`src/hw/rtl/pds_pkg.sv`:
```
package pds_pkg;

  localparam int MAX_POINTS_DEF = 1024;
  localparam int COORD_W = 21;
  localparam int DIFF_W  = 22;
  localparam int SQ_W    = 60;  // (dx^2+dy^2)<<16 < 2^59
  localparam int ROOT_W  = 30;
  localparam int SUM_W   = 40;
  localparam int IDX_W   = 10;

  typedef enum logic [1:0] {
    FUNC_LOAD  = 2'd0,
    FUNC_QUERY = 2'd1,
    FUNC_CLEAR = 2'd2,
    FUNC_NONE  = 2'd3
  } func_t;

  typedef enum logic [1:0] {
    ST_IDLE,
    ST_WALK,
    ST_DRAIN,
    ST_OUT
  } state_t;

  // one stage of the square-root chain
  typedef struct packed {
    logic            vld;
    logic [SQ_W-1:0] rem;
    logic [SQ_W-1:0] root;
  } sqrt_stage_t;

endpackage

```
`src/hw/rtl/pds_sqrt_cell.sv`:
```
// One cell of the square-root chain: resolves one result bit per cycle and
// hands remainder and partial root to its neighbor.
module pds_sqrt_cell #(
  parameter int STEP = 0
) (
  input  logic                 clk,
  input  logic                 rst_n,
  input  pds_pkg::sqrt_stage_t d_in,
  output pds_pkg::sqrt_stage_t d_out
);
  localparam logic [pds_pkg::SQ_W-1:0] BIT =
    pds_pkg::SQ_W'(1) << (pds_pkg::SQ_W - 2 - 2*STEP);

  pds_pkg::sqrt_stage_t d_r, d_nxt;
  logic [pds_pkg::SQ_W-1:0] trial;

  always_comb begin
    trial = d_in.root + BIT;
    d_nxt.vld = d_in.vld;
    if (d_in.rem >= trial) begin
      d_nxt.rem  = d_in.rem - trial;
      d_nxt.root = (d_in.root >> 1) + BIT;
    end else begin
      d_nxt.rem  = d_in.rem;
      d_nxt.root = d_in.root >> 1;
    end
  end

  always_ff @(posedge clk) begin
    if (!rst_n) d_r.vld <= 1'b0;
    else        d_r.vld <= d_nxt.vld;
    d_r.rem  <= d_nxt.rem;
    d_r.root <= d_nxt.root;
  end

  assign d_out = d_r;
endmodule

```
`config.mk`:
```
export PLATFORM = sky130hd
export DESIGN_NAME = pds_sqrt_cell
export DESIGN_NICKNAME = d
export VERILOG_FILES = /design/src/hw/rtl/pds_pkg.sv /design/src/hw/rtl/pds_sqrt_cell.sv
export SDC_FILE = /design/constraint.sdc
export NUM_CORES = 1
export LEC_CHECK = 0
export ABC_CLOCK_PERIOD_IN_PS = 3300
export BUFFER_PORTS_ARGS = -buffer_cell sky130_fd_sc_hd__buf_4
export CAP_MARGIN = 30
export CORE_MARGIN = 1.5
export CORE_UTILIZATION = 51
export CTS_CLUSTER_DIAMETER = 120
export DETAILED_ROUTE_END_ITERATION = 10
export GPL_ROUTABILITY_DRIVEN = 0
export PLACE_DENSITY = 0.81
export SLEW_MARGIN = 20
export SYNTH_ARGS = -nofsm -noshare
export SYNTH_HDL_FRONTEND = slang
export SYNTH_SLANG_ARGS = --single-unit
```
`constraint.sdc`:
```
create_clock -name clk -period 3.3 [get_ports clk]
set_input_delay 0.165 -clock clk [delete_from_list [all_inputs] [get_ports clk]]
set_output_delay 0.165 -clock clk [all_outputs]
set_load 0.02 [all_outputs]
```
## Yosys cells after proc, flatten, opt, wreduce, memory -nomap -nowiden

Cells that the tools add are included.

| storage, ports and cells | value |
|---|---|
| output and inout bits | 121 |
| bits of input ports | 123 |
| word-level logic and storage cells | 9 |
| bits in registers | 121 |

| operators by class | value |
|---|---|
| multiplexer cells | 1 |
| add/sub/neg operators | 3 |
| order comparisons | 1 |

Operators with widths:

| kind | count |
|---|---|
| 120-bit 2-to-1 mux | 1 |
| 59-bit by 59-bit adder with 60-bit output, second input constant | 1 |
| 60-bit by 59-bit adder with 60-bit output, second input constant | 1 |
| 60-bit >= comparator | 1 |
| 60-bit subtractor | 1 |

## Logic depth before layout (Yosys ltp)

Gate-level depths: netlist of run 1.

| depth | value |
|---|---|
| depth after elaboration | 3 |
| gate-level depth with buffers | 14 |
| depth with buffers taken out | 12 |

## Worst setup path after synthesis of run 1

OpenSTA, ideal clock, no wires.

| timing path | value |
|---|---|
| path kind | input to register |
| start point | input d_in[30] (netlist bit) |
| end point | register d_r (netlist bit d_out[113]) |
| data arrival time | 2.347 ns |
| required time | 3.185 ns |
| path slack | 0.838 ns |
| cell stages on the path | 12 |
| path through | inv_1 ha_1 buf_2 a21o_1 a21o_1 a21oi_1 nand2_1 a2111oi_1 a21oi_1 or4_1 a31oi_1 nor2_1 |

RTL lines:

| element | RTL line | RTL |
|---|---|---|
| start, declared | pds_sqrt_cell.sv:8 | `input pds_pkg::sqrt_stage_t d_in,` |
| end, declared | pds_sqrt_cell.sv:14 | `pds_pkg::sqrt_stage_t d_r, d_nxt;` |

==> flow_summary.yaml, run 1 <==
status:
  outcome: "complete, no violations"
critical_path:
  end_kind: "register"
  critical_path_class: "primary input to register"
  start_kind: "primary input"
  required_ns: 3.61
  critPathMaxFanout: 7
  worstPathArrival_ns: 3.53
sta:
  report.final.hold_viol_count: 0
  setup_ws_ns: 0.0860
  min_period_over_period_pct: 97.4
  period_needed_ns: 3.21
  worst_pin_slew_ns: 0.681
  setup_viol: 0
  relSlewSlack_pct: 54.6
  fmaxAchievable_ghz: 0.311
  slew_viol_final: 0
grt:
  antenna_found_initial: 0
  grt_max_degree: 30
  grt.total_usage_pct: 32.0
  grt.overflow.total: 0
  grt_pass1_vias: 7813
  grt_pass1_wl_um: 37300
logic_synthesis:
  syn-num-nets: 1090
  yosysTopAreaCellShare_pct: 33.4
  async_reset_ff_share_pct: 0
  synth_edf_count: 0
  post_synth.cell_area_avg_um2: 8.01
  synth.cell_area_mm2: 0.00726
  yosys_warnings: 0
  synthTopCellsByArea: "dfxtp_1 (33%), ha_1 (10%), a21oi_1 (7.3%), nor2_1 (4.3%), inv_1 (4.3%)"
  ys_ff_latch: 121
  yosysTopAreaCell: "dfxtp_1"
  yosysUniqueCellTypes: 66
  synth_seq_area_share_pct: 33.4
  synthFlopType: "dfxtp_1"
  synth_cells: 906
clock_network:
  path_clk_slew_ns: 0.06
  cts_num_sinks: 121
  cts_buffers: 17
  cts_max_level: 4
  cts.path.max_buffers: 2
  cts_tree: "yes"
  root_buffer: "clkbuf_16"
final_layout:
  nets: 1431
  fin_cells: 1439
  areaGrowthSynthToFinish_pct: 50.3
  diodes: 0
  finalInstanceArea_mm2: 0.0109
  nFillCells: 918
  largest_reg_flops: 121
  drive_gt1_share_pct: 25.6
die:
  core_area_mm2: 0.0139
  start_util_pct: 52.3
  row_count: 43
  die_w_um: 122
  num_io_pins: 244
  fp.dieH_um: 122
  die-area_mm2: 0.0150
routing:
  final_antenna_net_count: 0
  routed_wl_um: 25000
  drt_iter0_markers: 614
  via_per_inst: 5.59
  wl_per_cell_um: 17.4
  firstDrtPassIters: 6
  vias: 8051
  drc: 0
placement:
  dp_hpwl_um: 16400
  dp_cells: 1299
  placed_area_mm2: 0.00920
  preCtsSetupSlack_ns: 0.259
  port_buffers: 243
power_and_ir_drop:
  p_leak_nw: 5.26
  p_per_area_mw_per_mm2: 519
  vdd_drop_max_v: 0.000387
worst_hold_path:
  hp-class: "primary input to register"
job:
  cap_violations: 0
[cell usage after synthesis, types with 3 or more instances]
cell / n
a211o_1: 3
a211oi_1: 4
a21boi_0: 4
a21o_1: 26
a21oi_1: 106
a21oi_2: 16
a31oi_1: 11
and2_1: 4
and3_1: 10
and4_1: 8
buf_2: 18
buf_6: 5
clkbuf_1: 20
dfxtp_1: 121
ha_1: 60
inv_1: 83
nand2_1: 79
nand2b_1: 3
nand3_1: 11
nand3b_1: 3
nand4_1: 30
nor2_1: 84
nor2b_1: 5
nor3_1: 11
nor4_1: 4
o211ai_1: 7
o21a_1: 11
o21ai_0: 34
o21ai_1: 10
o21bai_1: 16
o31ai_1: 10
or2_2: 3
xnor2_1: 27
xor2_1: 20
[power breakdown]
group / switching, mW / leakage (nW) / internal, mW
Combinational: 1.11 / 3.94 / 0.845
Clock: 0.715 / 0.301 / 1.27
Sequential: 0.0605 / 1.02 / 1.66
[area by class of cell]
class / count / area [um2] / area share, %
Clock inverter: 13 / 178 / 1.63
Sequential cell: 121 / 2420 / 22.2
Clock buffer: 18 / 439 / 4.03
Inverter: 83 / 312 / 2.86
Timing Repair Buffer: 364 / 3010 / 27.6
Tap cell: 180 / 225 / 2.06
Multi-Input combinational cell: 660 / 4320 / 39.6
[cells by family (layout without fill, tap and decap cells)]
kind of cell / after synthesis / count (layout) / share of synthesized area, %
compound gates: 287 / 287 / 25.5
simple gates: 264 / 265 / 17.5
buf+inv: 126 / 478 / 7.35
flops: 121 / 121 / 33.4
fa+ha+maj: 61 / 61 / 10.6
xor+xnor: 47 / 47 / 5.67
[final timing paths]
kind,cells past startpoint,to,start,slack [ns]
max,12,d_out[109],d_in[69],0.09
min,3,d_out[95],d_in[95],0.005
[worst max-delay path: stages]
cell and delay [ns]:
dlygate4sd3_1 0.56, buf_4 0.15, ha_1 0.41, and4_1 0.29
nand4_1 0.11, a211o_1 0.32, nand3_1 0.19, nand4_1 0.14
a21oi_1 0.57, a21oi_1 0.23, xor2_1 0.31, a21oi_2 0.09
[per-stage QoR]
stage	power, mW	utilization, %	setup TNS (ns)	hold WS, ns
after floorplan	2.85	-	0	0.193
after global routing	5.87	78.6	-0.00180	0.0103
after global placement	3.48	66.3	0	0.278
final	5.66	78.6	0	0.00533
after CTS	5.58	78.2	0	0.000230
after detailed placement	3.51	66.3	0	0.279
[repair_timing]
item | in CTS | in global routing
buffers inserted | 0 | 3
resized for setup | 0 | 3
setup endpoints to repair | 0 | 17
hold endpoints to repair | 103 | 1
hold buffers | 104 | 1
[routing by layer]
layer | vias up | GRT usage (%) | wire (um)
met4 | 0 | 16.5 | 1120
met5 | - | 0 | 0
met1 | 3668 | 35.1 | 9640
met3 | 93 | 7.16 | 1840
met2 | 417 | 57.6 | 12400
li1 | 3873 | - | -
[placed cells by master (no fill, tap or decap), drive strengths merged, types with 5 or more instances in the layout]
cell	netlist	layout
nand2	79	79
and4	8	8
or2	5	6
a21o	26	26
o211ai	7	7
xnor2	27	27
o21a	11	11
nor2b	5	5
o21bai	17	17
nand3	11	11
nand4	30	30
o21ai	44	44
a31oi	11	11
o31ai	11	11
a211oi	5	5
dfxtp	121	121
a21oi	122	122
dlygate4sd3	0	105
buf	23	259
clkbuf	20	18
and3	10	10
nor3	12	12
a21boi	5	5
ha	60	60
inv	83	83
nor2	84	84
xor2	20	20
clkinv	0	7
Note: power is estimated with default switching activity, not from simulation.
==> run 2, diff against run 1 <==
--- a/config.mk
+++ b/config.mk
@@ -6,14 +6,14 @@
 export NUM_CORES = 1
 export LEC_CHECK = 0
 export ABC_CLOCK_PERIOD_IN_PS = 3300
-export BUFFER_PORTS_ARGS = -buffer_cell sky130_fd_sc_hd__buf_4
 export CAP_MARGIN = 30
 export CORE_MARGIN = 1.5
-export CORE_UTILIZATION = 51
+export CORE_UTILIZATION = 54
 export CTS_CLUSTER_DIAMETER = 120
 export DETAILED_ROUTE_END_ITERATION = 10
+export DONT_BUFFER_PORTS = 1
 export GPL_ROUTABILITY_DRIVEN = 0
-export PLACE_DENSITY = 0.81
+export PLACE_DENSITY = 0.69
 export SLEW_MARGIN = 20
 export SYNTH_ARGS = -nofsm -noshare
 export SYNTH_HDL_FRONTEND = slang
==> flow_summary.yaml, run 2 (synthesis results as in run 1) <==
status:
  outcome: "complete, no violations"
job:
  cap_violations: 0
worst_hold_path:
  hp-class: "primary input to register"
  hold_depth: 2
  hold_start: "d_in[1]"
  holdPathEnd: "d_out[61]"
routing:
  drc: 0
  wl_per_cell_um: 18.4
  routed_wl_um: 22100
  via_per_inst: 5.91
  drt_iter0_markers: 540
  vias: 7097
  final_antenna_net_count: 0
  firstDrtPassIters: 6
final_layout:
  fin_cells: 1200
  largest_reg_flops: 121
  nFillCells: 1039
  final_common_cell: "dlygate4sd3_1"
  drive_gt1_share_pct: 6.54
  seqCellArea_mm2: 0.00242
  diodes: 0
  multi_input_area_mm2: 0.00431
  nets: 1195
  areaGrowthSynthToFinish_pct: 26.7
  final_cell_mix: "dlygate4sd3_1 (122), dfxtp_1 (121), a21oi_1 (106)"
  finalInstanceArea_mm2: 0.00919
sta:
  holdWs_ns: 0.0387
  rsz0062_at_grt: "false"
  report.final.hold_viol_count: 0
  worst_pin_slew_ns: 0.700
  period_needed_ns: 2.90
  setup_viol: 0
  slew_viol_final: 0
  tns_ns: 0
  min_period_over_period_pct: 87.8
  fmaxAchievable_ghz: 0.345
  relSlewSlack_pct: 53.3
critical_path:
  crit_chain: "inv_1, ha_1, nand4_1, nor4_1, nand2_1, o21ai_1, nor4b_4, nor3_2, or2_4, nor2_1, a21oi_1, dlygate4sd3_1"
  path_buf_inv: 2
  path_delay_family: "simple AND/OR/NAND/NOR gates"
  start_kind: "primary input"
  critical_path_class: "primary input to register"
  critPathMaxFanout: 32
  max_stage_delay_ns: 0.57
  end_kind: "register"
  cpMaxStageDelayCell: "dlygate4sd3_1"
  worstPathArrival_ns: 3.26
  required_ns: 3.66
power_and_ir_drop:
  netSwitchingFraction_pct: 33.0
  total_power_mw: 5.25
  clkPwrFrac_pct: 38.8
  p_per_area_mw_per_mm2: 572
  p_int_mw: 3.52
  p_leak_nw: 4.13
  power.switching_mw: 1.73
  seqPwrFrac_pct: 38.0
  p_comb_share_pct: 23.2
  vdd_drop_max_v: 0.000365
grt:
  grt_pass1_vias: 7332
  grt.total_usage_pct: 31.5
  antenna_found_initial: 0
  grt.overflow.total: 0
  grt_pass1_wl_um: 35400
  met3_usage_pct: 7.42
  grt_max_degree: 35
  gr-max-usage-layer: "met2"
  met1_usage_pct: 35.9
  use_met2_pct: 56.2
die:
  num_io_pins: 244
  core_area_mm2: 0.0132
  row_count: 42
  die-area_mm2: 0.0141
  die_w_um: 119
  fp.dieH_um: 119
  start_util_pct: 55.0
clock_network:
  postCtsResizedCells: 0
  cts_max_level: 4
  cts_num_sinks: 121
  cts.path.max_buffers: 2
  path_clk_slew_ns: 0.05
  root_buffer: "clkbuf_16"
  postCtsSetupRepairBufs: 0
  cts_tree: "yes"
  cts_buffers: 17
placement:
  dp_hpwl_um: 15200
  port_buffers: 0
  placed_area_mm2: 0.00732
  dp_cells: 1046
==> run 2: cell types whose count changed in the layout (fill, tap and decap cells not counted), sizes merged <==
| cell | previous run | this run |
|---|---|---|
| clkinv | 7 | 5 |
| clkbuf | 18 | 21 |
| or2 | 6 | 5 |
| dlygate4sd3 | 105 | 122 |
| buf | 259 | 7 |
==> run 2: cell type report <==
type	instances	area share (%)
Multi-Input combinational cell	659	46.8
Sequential cell	121	26.3
Timing Repair Buffer	129	14.0
Clock buffer	21	5.23
Inverter	83	3.39
Tap cell	176	2.40
Clock inverter	11	1.82
==> run 2: metrics by stage <==
step           setup slack, ns  utilization [%]
3_5_place_dp             0.315             55.5
4_1_cts                  0.439             69.7
2_1_floorplan            0.838                -
3_3_place_gp             0.325             55.5
5_1_grt                  0.289             69.7
6_report                 0.404             69.7
==> run 2: metal layers <==
metal | share of wire (%) | wire length [um]
met3 | 7.9 | 1750
met1 | 39 | 8700
met2 | 49 | 11000
met5 | 0 | 0
met4 | 3.3 | 735
==> run 2: worst max-delay path by stage <==
stage / from / to / cells past startpoint
4_1_cts: d_in[39] / d_out[60] / 12
6_report: d_in[39] / d_out[60] / 12
5_1_grt: d_in[39] / d_out[60] / 12
2_1_floorplan: d_in[30] / d_out[113] / 12
3_3_place_gp: d_in[39] / d_out[75] / 12
3_5_place_dp: d_in[39] / d_out[92] / 12
==> run 2: power by group through the flow <==
stage / clock network (mW) / registers (mW) / logic [mW]
2_1_floorplan: 0 / 1.99 / 0.854
6_report: 2.04 / 2.00 / 1.22
4_1_cts: 2.05 / 2.00 / 1.19
3_5_place_dp: 0 / 2.03 / 1.05
5_1_grt: 2.13 / 2.01 / 1.34
3_3_place_gp: 0 / 2.02 / 1.04
==> run 2: repair_timing <==
item,CTS,global route
hold buffers,122,0
hold endpoints to repair,121,0
endpoints found under the setup margin,0,0
==> run 3, diff against run 2 <==
--- a/config.mk
+++ b/config.mk
@@ -7,6 +7,7 @@
 export LEC_CHECK = 0
 export ABC_CLOCK_PERIOD_IN_PS = 3300
 export CAP_MARGIN = 30
+export CORE_ASPECT_RATIO = 0.8
 export CORE_MARGIN = 1.5
 export CORE_UTILIZATION = 54
 export CTS_CLUSTER_DIAMETER = 120
==> flow_summary.yaml, run 3 (synthesis results as in run 1) <==
critical_path:
  start_kind: "primary input"
  end_kind: "register"
  critPathMaxFanout: 26
  worstPathArrival_ns: 3.25
  critical_path_class: "primary input to register"
  required_ns: 3.62
job:
  cap_violations: 0
routing:
  drt_iter0_markers: 679
  via_per_inst: 5.97
  drc: 0
  firstDrtPassIters: 5
  vias: 7160
  final_antenna_net_count: 0
  wl_per_cell_um: 18.8
  routed_wl_um: 22600
clock_network:
  postCtsResizedCells: 0
  cts_num_sinks: 121
  cts_tree: "yes"
  path_clk_slew_ns: 0.06
  cts_max_level: 4
  cts.path.max_buffers: 2
  cts_buffers: 17
  root_buffer: "clkbuf_16"
  postCtsSetupRepairBufs: 0
sta:
  slew_viol_final: 0
  setup_viol: 0
  relSlewSlack_pct: 54.2
  tns_ns: 0
  report.final.hold_viol_count: 0
  rsz0062_at_grt: "false"
  min_period_over_period_pct: 88.8
  worst_pin_slew_ns: 0.681
  fmaxAchievable_ghz: 0.341
  period_needed_ns: 2.93
  setup_ws_ns: 0.371
  holdWs_ns: 0.0163
worst_hold_path:
  hp-class: "primary input to register"
final_layout:
  nFillCells: 1023
  nets: 1196
  final_util_pct: 70.5
  largest_reg_flops: 121
  areaGrowthSynthToFinish_pct: 25.9
  diodes: 0
  final_cell_mix: "dfxtp_1 (121), dlygate4sd3_1 (121), a21oi_1 (106)"
  drive_gt1_share_pct: 6.44
placement:
  dp_hpwl_um: 16100
  port_buffers: 0
  preCtsSetupSlack_ns: 0.326
grt:
  met3_usage_pct: 7.94
  met1_usage_pct: 39.8
  use_met2_pct: 52.2
  grt_pass1_vias: 7000
  grt.total_usage_pct: 31.5
  grt_max_degree: 30
  grt.overflow.total: 0
  grt_pass1_wl_um: 35100
  antenna_found_initial: 0
  gr-max-usage-layer: "met2"
die:
  row_count: 37
  start_util_pct: 56.0
  num_io_pins: 244
  die-area_mm2: 0.0141
  die_w_um: 133
  fp.dieH_um: 107
  core_area_mm2: 0.0130
power_and_ir_drop:
  p_leak_nw: 4.10
  vdd_drop_max_v: 0.000417
  total_power_mw: 5.04
  p_per_area_mw_per_mm2: 552
status:
  outcome: "complete, no violations"
run 3: cell types whose count changed in the layout (fill, tap and decap cells not counted):
cell / change
buf_12: +1
buf_4: +1
bufinv_16: -2
clkbuf_1: +3
clkbuf_8: -3
clkinv_4: +1
clkinvlp_4: +1
dlygate4sd3_1: -1
run 3: report_power, final:
part / switching, mW / internal, mW / total (mW)
clock network: 0.680 / 1.13 / 1.81
registers: 0.334 / 1.66 / 2.00
logic: 0.713 / 0.521 / 1.23
run 3: per-stage QoR:
| step | instance area, um2 | cells |
|---|---|---|
| after floorplan | 7260 | 906 |
| after global placement | 7350 | 1047 |
| after detailed placement | 7350 | 1047 |
| after CTS | 9140 | 1200 |
| after global routing | 9140 | 1200 |
| final | 9140 | 1200 |
run 3: repair_timing:
item | in CTS | in global routing
setup endpoints to repair | 0 | 0
hold endpoints to repair | 121 | 0
hold buffers | 121 | 0
run 3: path summary, 6_finish.rpt:
kind	depth (start not counted)	to	startpoint	slack, ns
min	2	d_out[60]	d_in[0]	0.02
max	12	d_out[58]	d_in[1]	0.37
run 3: final cells by class:
cell class | count | area (um2) | area share [%]
Clock buffer | 21 | 450 | 4.93
Clock inverter | 11 | 124 | 1.36
Inverter | 83 | 312 | 3.41
Multi-Input combinational cell | 659 | 4310 | 47.1
Sequential cell | 121 | 2420 | 26.5
Tap cell | 175 | 219 | 2.40
Timing Repair Buffer | 130 | 1300 | 14.3
run 3: critical path, cell delays in order:
cell,delay (ns)
dlygate4sd3_1,0.61
fa_1,0.49
nor2b_1,0.19
o31a_1,0.20
o311a_4,0.22
o21bai_2,0.08
nor4b_4,0.14
nor3_2,0.24
or2_4,0.43
buf_4,0.26
and2_1,0.16
nor2_1,0.05
run 3: routing by layer:
metal / share of wire [%] / wire, um
met3: 9.4 / 2130
met1: 42 / 9540
met5: 0 / 0
met4: 2.4 / 536
met2: 46 / 10400
